File: config.mk
export PLATFORM = sky130hd
export DESIGN_NAME = rfl_alu
export DESIGN_NICKNAME = d
export VERILOG_FILES = /design/src/design/rfl_pkg.sv /design/src/design/rfl_alu.sv
export SDC_FILE = /design/constraint.sdc
export NUM_CORES = 1
export LEC_CHECK = 0
export BUFFER_PORTS_ARGS = -buffer_cell sky130_fd_sc_hd__buf_2
export CORE_ASPECT_RATIO = 0.8
export CORE_MARGIN = 3
export CORE_UTILIZATION = 35
export DETAILED_ROUTE_END_ITERATION = 7
export PLACE_DENSITY = 0.57
export SYNTH_ARGS = -nofsm -noshare
export SYNTH_HDL_FRONTEND = slang
export SYNTH_SLANG_ARGS = --single-unit
File: constraint.sdc
create_clock -name vclk -period 30.2
set_clock_uncertainty 0.15 [all_clocks]
set_input_delay 9.06 -clock vclk [all_inputs]
set_output_delay 9.06 -clock vclk [all_outputs]
set_load 0.005 [all_outputs]
File: src/design/rfl_pkg.sv
// shared types, codes and sizes for the per-flow read rate limiter
// no dependencies
package rfl_pkg;

	localparam int TABLE_ENTRIES = 1024;
	localparam int IDX_W = $clog2(TABLE_ENTRIES);

	localparam int CFG_IDX_W = 2;
	localparam logic [CFG_IDX_W-1:0] CFG_WINDOW = 2'd0;
	localparam logic [CFG_IDX_W-1:0] CFG_LIMIT  = 2'd1;
	localparam logic [CFG_IDX_W-1:0] CFG_STALE  = 2'd2;

	localparam logic [7:0]  WINDOW_RST = 8'd2;
	localparam logic [31:0] LIMIT_RST  = 32'd10485760;
	localparam logic [15:0] STALE_RST  = 16'd10;

	localparam logic [1:0] ALU_AGE_GT  = 2'd0;
	localparam logic [1:0] ALU_AGE_GE  = 2'd1;
	localparam logic [1:0] ALU_SAT_ADD = 2'd2;

	typedef struct packed {
		logic [21:0] proc_id;
		logic [31:0] now_seconds;
		logic [20:0] transfer_bytes;
	} req_t;

	typedef struct packed {
		logic        refused;
		logic        tripped;
		logic        untracked;
		logic [31:0] window_total;
	} rsp_t;

	typedef struct packed {
		logic [21:0] id;
		logic [31:0] start;
		logic [31:0] total;
		logic        blocked;
	} entry_t;

	localparam int ENTRY_W = $bits(entry_t);

	typedef struct packed {
		logic [1:0]  op;
		logic [31:0] a;
		logic [31:0] b;
		logic [31:0] c;
	} alu_cmd_t;

	typedef struct packed {
		logic [31:0] res;
		logic        flag;
	} alu_res_t;

endpackage

File: src/design/rfl_alu.sv
// shared arithmetic unit: clamped age compare and saturating add with limit compare
// depends on rfl_pkg
module rfl_alu (
	input  rfl_pkg::alu_cmd_t cmd,
	output rfl_pkg::alu_res_t result
);
	import rfl_pkg::*;

	logic [32:0] diff;
	logic [32:0] sum;
	logic [31:0] age;
	logic [31:0] sat;

	always_comb begin
		diff = {1'b0, cmd.a} - {1'b0, cmd.b};
		sum  = {1'b0, cmd.a} + {1'b0, cmd.b};
		age  = diff[32] ? 32'd0 : diff[31:0];
		sat  = sum[32] ? 32'hFFFF_FFFF : sum[31:0];
		unique case (cmd.op)
			ALU_AGE_GT: begin
				result.res  = age;
				result.flag = age > cmd.c;
			end
			ALU_AGE_GE: begin
				result.res  = age;
				result.flag = age >= cmd.c;
			end
			ALU_SAT_ADD: begin
				result.res  = sat;
				result.flag = sat > cmd.c;
			end
			default: begin
				result.res  = 32'd0;
				result.flag = 1'b0;
			end
		endcase
	end

endmodule

==> results of run 1 <==
## cell type report
cell class	instances	area [sq um]	area share (%)
timing repair buffer	135	686	10.6
inverter	93	349	5.41
tap	210	263	4.07
multi-input combinational	714	5150	79.9
## logic make-up (layout without fill, tap and decap cells)
| family | after synthesis | in the layout | synth area share [%] |
|---|---|---|---|
| adder cells (fa/ha/maj) | 130 | 130 | 29.1 |
| multiplexers | 1 | 1 | 0.177 |
| XOR/XNOR | 50 | 50 | 7.76 |
| buffers and inverters | 130 | 228 | 8.95 |
| AND/OR/NAND/NOR | 269 | 269 | 22.8 |
| AO/OA/AOI/OAI | 264 | 264 | 31.2 |
## power groups by stage
stage | sequential (uW) | combinational, uW | clock, uW
finish | 0 | 161 | 0
global route | 0 | 180 | 0
global placement | 0 | 159 | 0
detailed placement | 0 | 158 | 0
CTS | 0 | 159 | 0
floorplan | 0 | 110 | 0
## metal layers
metal,up-vias,routed length (um),global-route usage (%)
li1,3204,-,-
met1,2853,9790,33.1
met2,256,7830,31.3
met3,10,1690,1.77
met4,0,136,1.33
met5,-,0,0
## per-stage QoR
stage          power, uW  setup WS, ps  utilization, %
2_1_floorplan        110          7680               -
3_3_place_gp         159          6920            41.8
3_5_place_dp         158          6910            41.8
4_1_cts              159          6890            41.8
5_1_grt              180          6320            41.8
6_report             161          6810            41.8
## worst max-delay path, delay by kind of cell
kind,cells,cell delay [ps]
AND/OR/NAND/NOR,5,810
buffers and inverters,4,520
adder cells (fa/ha/maj),2,620
AO/OA/AOI/OAI,14,3160
## placed cells by master, fill, tap and decap left out, types with 12 or more instances in the layout
cell | netlist | final
o21bai_1 | 12 | 12
nand4_1 | 20 | 20
nor2b_1 | 16 | 16
xnor2_1 | 42 | 42
buf_2 | 8 | 131
nand3_1 | 16 | 16
nand2_1 | 59 | 59
and2_1 | 12 | 12
inv_1 | 90 | 90
a21o_1 | 26 | 26
a22o_1 | 17 | 17
nor3_1 | 13 | 13
o21ai_0 | 42 | 42
nand2b_1 | 15 | 15
ha_1 | 128 | 128
nor2_1 | 92 | 91
a21oi_1 | 82 | 82
## final timing paths
check,slack [ps],endpoint,cells past startpoint,startpoint
hold / removal,18470,result[1],4,cmd[32]
setup / recovery,6810,result[0],25,cmd[36]
==> results.yml, run 1 <==
floorplanning:
  die_w_um: 148
  rows: 40
  fp.dieH_um: 120
  core_sq_um: 15400
  die_area_sq_um: 17700
  initial_utilization_pct: 36.6
  ios: 131
pwr:
  powerDensity_nw_per_um2: 24.9
  power.net_switching_uw: 94.7
  swShare_pct: 58.9
  p_int_uw: 66.1
  combPwrFrac_pct: 100.0
  static-leakage-power_uw: 0.00333
  p_clk_share_pct: 0
  vdd_ir_drop_max_mv: 0.00890
  share_seq_of_total_power_pct: 0
cells_and_area:
  area_growth_syn_to_layout_pct: 14.2
  final_non_filler_cells: 1152
  clock_buffer_count: 0
  final_layout_size_suffix_gt1_share_pct: 15.6
  nets: 1172
  design.seq.count: 0
  diodes: 0
  area.sequential_sq_um: 0
  fillerInstances: 1726
  finish.instance_area_sq_um: 6450
clock_network:
  cts_hold_buf: 0
  post_cts_buffers: 0
  post_cts_resize_count: 0
sta:
  worst_hold_slack_ps: 18470
  timing.setup.tns_ps: 0
  worst-slew-pin-transition_ps: 820
  finalWorstPathRequiredPeriod_ps: 23390
  final_max_slew_viol_count: 0
  setup_viol: 0
  max_clock_freq_mhz: 42.7
  timing.final.hold_violations: 0
  rsz0062_at_grt: "false"
  slew_headroom_pct: 43.9
  final_min_period_over_clock_period_pct: 77.5
synthesis:
  yosys-top-cells-area: "ha_1 28%, a21oi_1 7.3%, xnor2_1 6.5%, nor2_1 6.1%, inv_1 6.0%"
  yosysWarnings: 0
  synth_common_cells: "128 x ha_1, 92 x nor2_1, 90 x inv_1"
  post-synth-top-count-cell: "ha_1"
  syn_nets: 1072
  synth_cell_types: 65
  area_fraction_of_the_dominant_cell_type_after_synthesis_pct: 28.4
  ys_seq_area_share_pct: 0
  synth.cell_area_sq_um: 5650
  syn_avg_cell_area_sq_um: 6.69
  synth_cells: 844
  yosysTopAreaCell: "ha_1"
global_routing:
  grt_usage_pct: 20.8
  grt_first_pass_wirelength_um: 30900
  first_global_vias: 5928
  antenna_found_initial: 0
  grt_start_max_net_pins: 37
  grt_overflow_total: 0
critical_path:
  setup.worst_path.class: "input pin to output port"
  crit_path_max_incr_delay_ps: 610
  timing.critical_path.to_type: "output port"
  cp_max_fo: 36
  slowest_cell_on_the_critical_path: "a2111oi_2"
  worstSetupStartpointType: "input pin"
  worstPathRequired_ps: 20990
  cp.arrival_ps: 14180
placed_design:
  dp.final_hpwl_um: 16600
  portBuffers: 131
  dpl-instance-area_sq_um: 6450
  cells_after_dpl: 1152
  routabilityCongestion: 0.993
detailed_routing:
  post_drt_via_cell_ratio: 5.49
  drc: 0
  wire_per_inst_um: 16.9
  dr_total_vias: 6323
  drt_pass1_iterations: 5
  drt-initial-drc-count: 521
  route.antenna.remaining_nets: 0
  routed_wl_um: 19400
run_status:
  run_status: "finished, final reports clean"
min_path:
  hp-class: "input pin to output port"
flow_run:
  cap_violations: 0
(Power assumes the default switching activity.)
==> run 2, diff against run 1 <==
==> constraint.sdc (replaced) <==
create_clock -name vclk -period 23.3
set_clock_uncertainty 0.15 [all_clocks]
set_input_delay 6.99 -clock vclk [all_inputs]
set_output_delay 6.99 -clock vclk [all_outputs]
set_load 0.005 [all_outputs]
==> results.yml, run 2 (synthesis gave the netlist of run 1 again) <==
floorplanning:
  rows: 40
  die_area_sq_um: 17700
  initial_utilization_pct: 36.6
  die_w_um: 148
  ios: 131
  core_sq_um: 15400
  fp.dieH_um: 120
detailed_routing:
  drt_pass1_iterations: 5
  post_drt_via_cell_ratio: 5.43
  dr_total_vias: 6250
  drt-initial-drc-count: 625
  wire_per_inst_um: 16.7
  drc: 0
  route.antenna.remaining_nets: 0
  routed_wl_um: 19300
sta:
  max_clock_freq_mhz: 51.7
  timing.final.hold_violations: 0
  worst-slew-pin-transition_ps: 969
  timing.setup.tns_ps: 0
  final_max_slew_viol_count: 0
  post-route-worst-setup-slack_ps: 3960
  rsz0062_at_grt: "false"
  setup_viol: 0
  slew_headroom_pct: 33.7
  finalWorstPathRequiredPeriod_ps: 19340
  final_min_period_over_clock_period_pct: 83.0
pwr:
  post_route_total_power_uw: 208
  vdd_ir_drop_max_mv: 0.0132
  static-leakage-power_uw: 0.00333
  powerDensity_nw_per_um2: 32.2
run_status:
  run_status: "finished, final reports clean"
critical_path:
  setup.worst_path.class: "input pin to output port"
  worstPathRequired_ps: 16160
  cp.arrival_ps: 12200
  cp_max_fo: 7
  timing.critical_path.to_type: "output port"
  worstSetupStartpointType: "input pin"
clock_network:
  cts_hold_buf: 0
  post_cts_resize_count: 0
  post_cts_buffers: 0
cells_and_area:
  mostFrequentLayoutCells: "131 x buf_2, 128 x ha_1, 91 x nor2_1"
  design.seq.count: 0
  nets: 1172
  diodes: 0
  final_layout_size_suffix_gt1_share_pct: 15.6
  fillerInstances: 1722
  area_growth_syn_to_layout_pct: 14.2
  clock_buffer_count: 0
  multi_input_area_sq_um: 5150
  area.sequential_sq_um: 0
  layout_commonest_cell: "buf_2"
placed_design:
  dp.final_hpwl_um: 16500
  portBuffers: 131
  routabilityCongestion: 1.00
  pre_cts_slack_ps: 4180
min_path:
  hp-class: "input pin to output port"
flow_run:
  cap_violations: 0
global_routing:
  grt_usage_pct: 20.7
  grt_start_max_net_pins: 37
  grt_overflow_total: 0
  first_global_vias: 5866
  grt_first_pass_wirelength_um: 30700
  antenna_found_initial: 0
-- run 2: per-stage QoR --
| step | cell area [sq um] | hold WS (ps) | util (%) | cells |
|---|---|---|---|---|
| 2_1_floorplan | 5650 | 14030 | - | 844 |
| 3_3_place_gp | 6450 | 14310 | 41.8 | 1152 |
| 3_5_place_dp | 6450 | 14300 | 41.8 | 1152 |
| 4_1_cts | 6450 | 14310 | 41.8 | 1152 |
| 5_1_grt | 6450 | 14340 | 41.8 | 1152 |
| 6_report | 6450 | 14300 | 41.8 | 1152 |
-- run 2: critical path: stages --
cell	delay, ps
buf_2	90
inv_1	40
ha_1	380
nor2_1	210
o211ai_1	260
a211oi_1	500
o211ai_1	210
a2111oi_0	870
nor2_1	270
o211ai_1	280
o311ai_0	310
xnor2_1	280
nand2_1	80
ha_1	330
nand4_1	110
nor4_1	390
a21oi_1	100
o311ai_0	130
a32o_1	230
buf_2	130
-- run 2: per-layer routing --
layer / share of wire [%] / up-vias / track usage [%]
met2: 40 / 257 / 30.0
met3: 8.2 / 12 / 2.00
met5: 0 / - / 0
met4: 0.77 / 0 / 1.62
li1: - / 3205 / -
met1: 52 / 2776 / 33.7
-- run 2: power by group --
group          internal (uW)  leakage, uW  switching, uW
registers                  0            0              0
logic                   85.4      0.00333            122
clock network              0            0              0
-- run 2: worst paths after layout --
| path | from | depth (start not counted) | to | slack [ps] |
|---|---|---|---|---|
| max | cmd[35] | 20 | result[0] | 3960 |
| min | cmd[32] | 4 | result[1] | 14300 |
-- run 2: cell type report --
class	count	share of cell area, %
Tap cell	210	4.07
Multi-Input combinational cell	714	79.9
Inverter	93	5.41
Timing Repair Buffer	135	10.6
==> run 3, diff against run 2 <==
==> constraint.sdc (replaced) <==
create_clock -name vclk -period 19.1
set_clock_uncertainty 0.15 [all_clocks]
set_input_delay 5.73 -clock vclk [all_inputs]
set_output_delay 5.73 -clock vclk [all_outputs]
set_load 0.005 [all_outputs]
==> results.yml, run 3 (synthesis gave the netlist of run 1 again) <==
cells_and_area:
  area_growth_syn_to_layout_pct: 14.2
  layout_commonest_cell: "buf_2"
  design.seq.count: 0
  diodes: 0
  final_core_utilization_pct: 41.8
  mostFrequentLayoutCells: "131 x buf_2, 128 x ha_1, 91 x nor2_1"
  final_layout_size_suffix_gt1_share_pct: 15.6
  area.sequential_sq_um: 0
  clock_buffer_count: 0
  nets: 1172
pwr:
  share_seq_of_total_power_pct: 0
  p_clk_share_pct: 0
  powerDensity_nw_per_um2: 39.4
  p_int_uw: 104
  post_route_total_power_uw: 254
  power.net_switching_uw: 150
  static-leakage-power_uw: 0.00333
  combPwrFrac_pct: 100.0
  vdd_ir_drop_max_mv: 0.0147
  swShare_pct: 58.9
floorplanning:
  die_w_um: 148
  core_sq_um: 15400
  initial_utilization_pct: 36.6
  ios: 131
  fp.dieH_um: 120
  die_area_sq_um: 17700
  rows: 40
detailed_routing:
  routed_wl_um: 19600
  post_drt_via_cell_ratio: 5.52
  drc: 0
  dr_total_vias: 6356
  route.antenna.remaining_nets: 0
  drt_pass1_iterations: 5
  wire_per_inst_um: 17.0
  drt-initial-drc-count: 527
sta:
  max_clock_freq_mhz: 59.8
  worst-slew-pin-transition_ps: 806
  finalWorstPathRequiredPeriod_ps: 16720
  slew_headroom_pct: 44.9
  final_min_period_over_clock_period_pct: 87.6
  rsz0062_at_grt: "false"
  timing.final.hold_violations: 0
  timing.setup.tns_ps: 0
  final_max_slew_viol_count: 0
  setup_viol: 0
run_status:
  run_status: "finished, final reports clean"
placed_design:
  routabilityCongestion: 0.994
  dp.final_hpwl_um: 16600
  portBuffers: 131
global_routing:
  antenna_found_initial: 0
  grt_overflow_total: 0
  met3_usage_pct: 2.68
  grt_usage_pct: 21.1
  first_global_vias: 5981
  grtUsageMet1_pct: 33.8
  grt_start_max_net_pins: 37
  busiest_layer: "met1"
  global_route.usage.met2_pct: 30.9
  grt_first_pass_wirelength_um: 31400
critical_path:
  cp.arrival_ps: 10840
  cp_max_fo: 36
  setup.worst_path.class: "input pin to output port"
  worstPathRequired_ps: 13220
  worstSetupStartpointType: "input pin"
  timing.critical_path.to_type: "output port"
flow_run:
  cap_violations: 0
clock_network:
  post_cts_resize_count: 0
  cts_hold_buf: 0
  post_cts_buffers: 0
min_path:
  hp-class: "input pin to output port"
==> run 3: power by group through the flow <==
stage | logic, uW | registers, uW | clock network [uW]
after floorplan | 174 | 0 | 0
after global placement | 251 | 0 | 0
after detailed placement | 249 | 0 | 0
after CTS | 251 | 0 | 0
after global routing | 284 | 0 | 0
final | 254 | 0 | 0
==> run 3: worst paths after layout <==
path,start,endpoint,slack (ps),cells past startpoint
setup / recovery,cmd[39],result[0],2380,24
hold / removal,cmd[32],result[1],11810,4
==> run 3: final cells by class <==
cell class | count | area, sq um
Fill cell | 1713 | 8970
Multi-Input combinational cell | 714 | 5150
Timing Repair Buffer | 135 | 686
Inverter | 93 | 349
Tap cell | 210 | 263
==> run 3: per-layer routing <==
metal | routed length [um] | vias to the layer above
met5 | 0 | -
met4 | 135 | 0
met3 | 1740 | 14
met2 | 7780 | 268
met1 | 9900 | 2867
li1 | - | 3207
==> run 3: through the flow <==
step	area [sq um]	worst slack (ps)	hold WS, ps	cells
after floorplan	5650	3240	11510	844
after global placement	6450	2490	11800	1152
after detailed placement	6450	2430	11790	1152
after CTS	6450	2410	11790	1152
after global routing	6450	1910	11830	1152
final	6450	2380	11810	1152
==> run 3: critical path: stages <==
cell and delay (ps):
buf_2 90, inv_1 40, ha_1 450, or3_4 460
a2111oi_2 460, o211ai_1 170, and3_4 220, o31a_1 330
o31a_1 290, o31a_1 240, buf_4 260, nand2b_1 160
ha_1 260, nor2b_1 140, o21ai_0 150, nand2b_1 80
a21oi_1 160, o21ai_0 90, o21ai_0 180, o211ai_1 150
a21oi_1 150, o311ai_0 170, a32o_1 260, buf_2 130
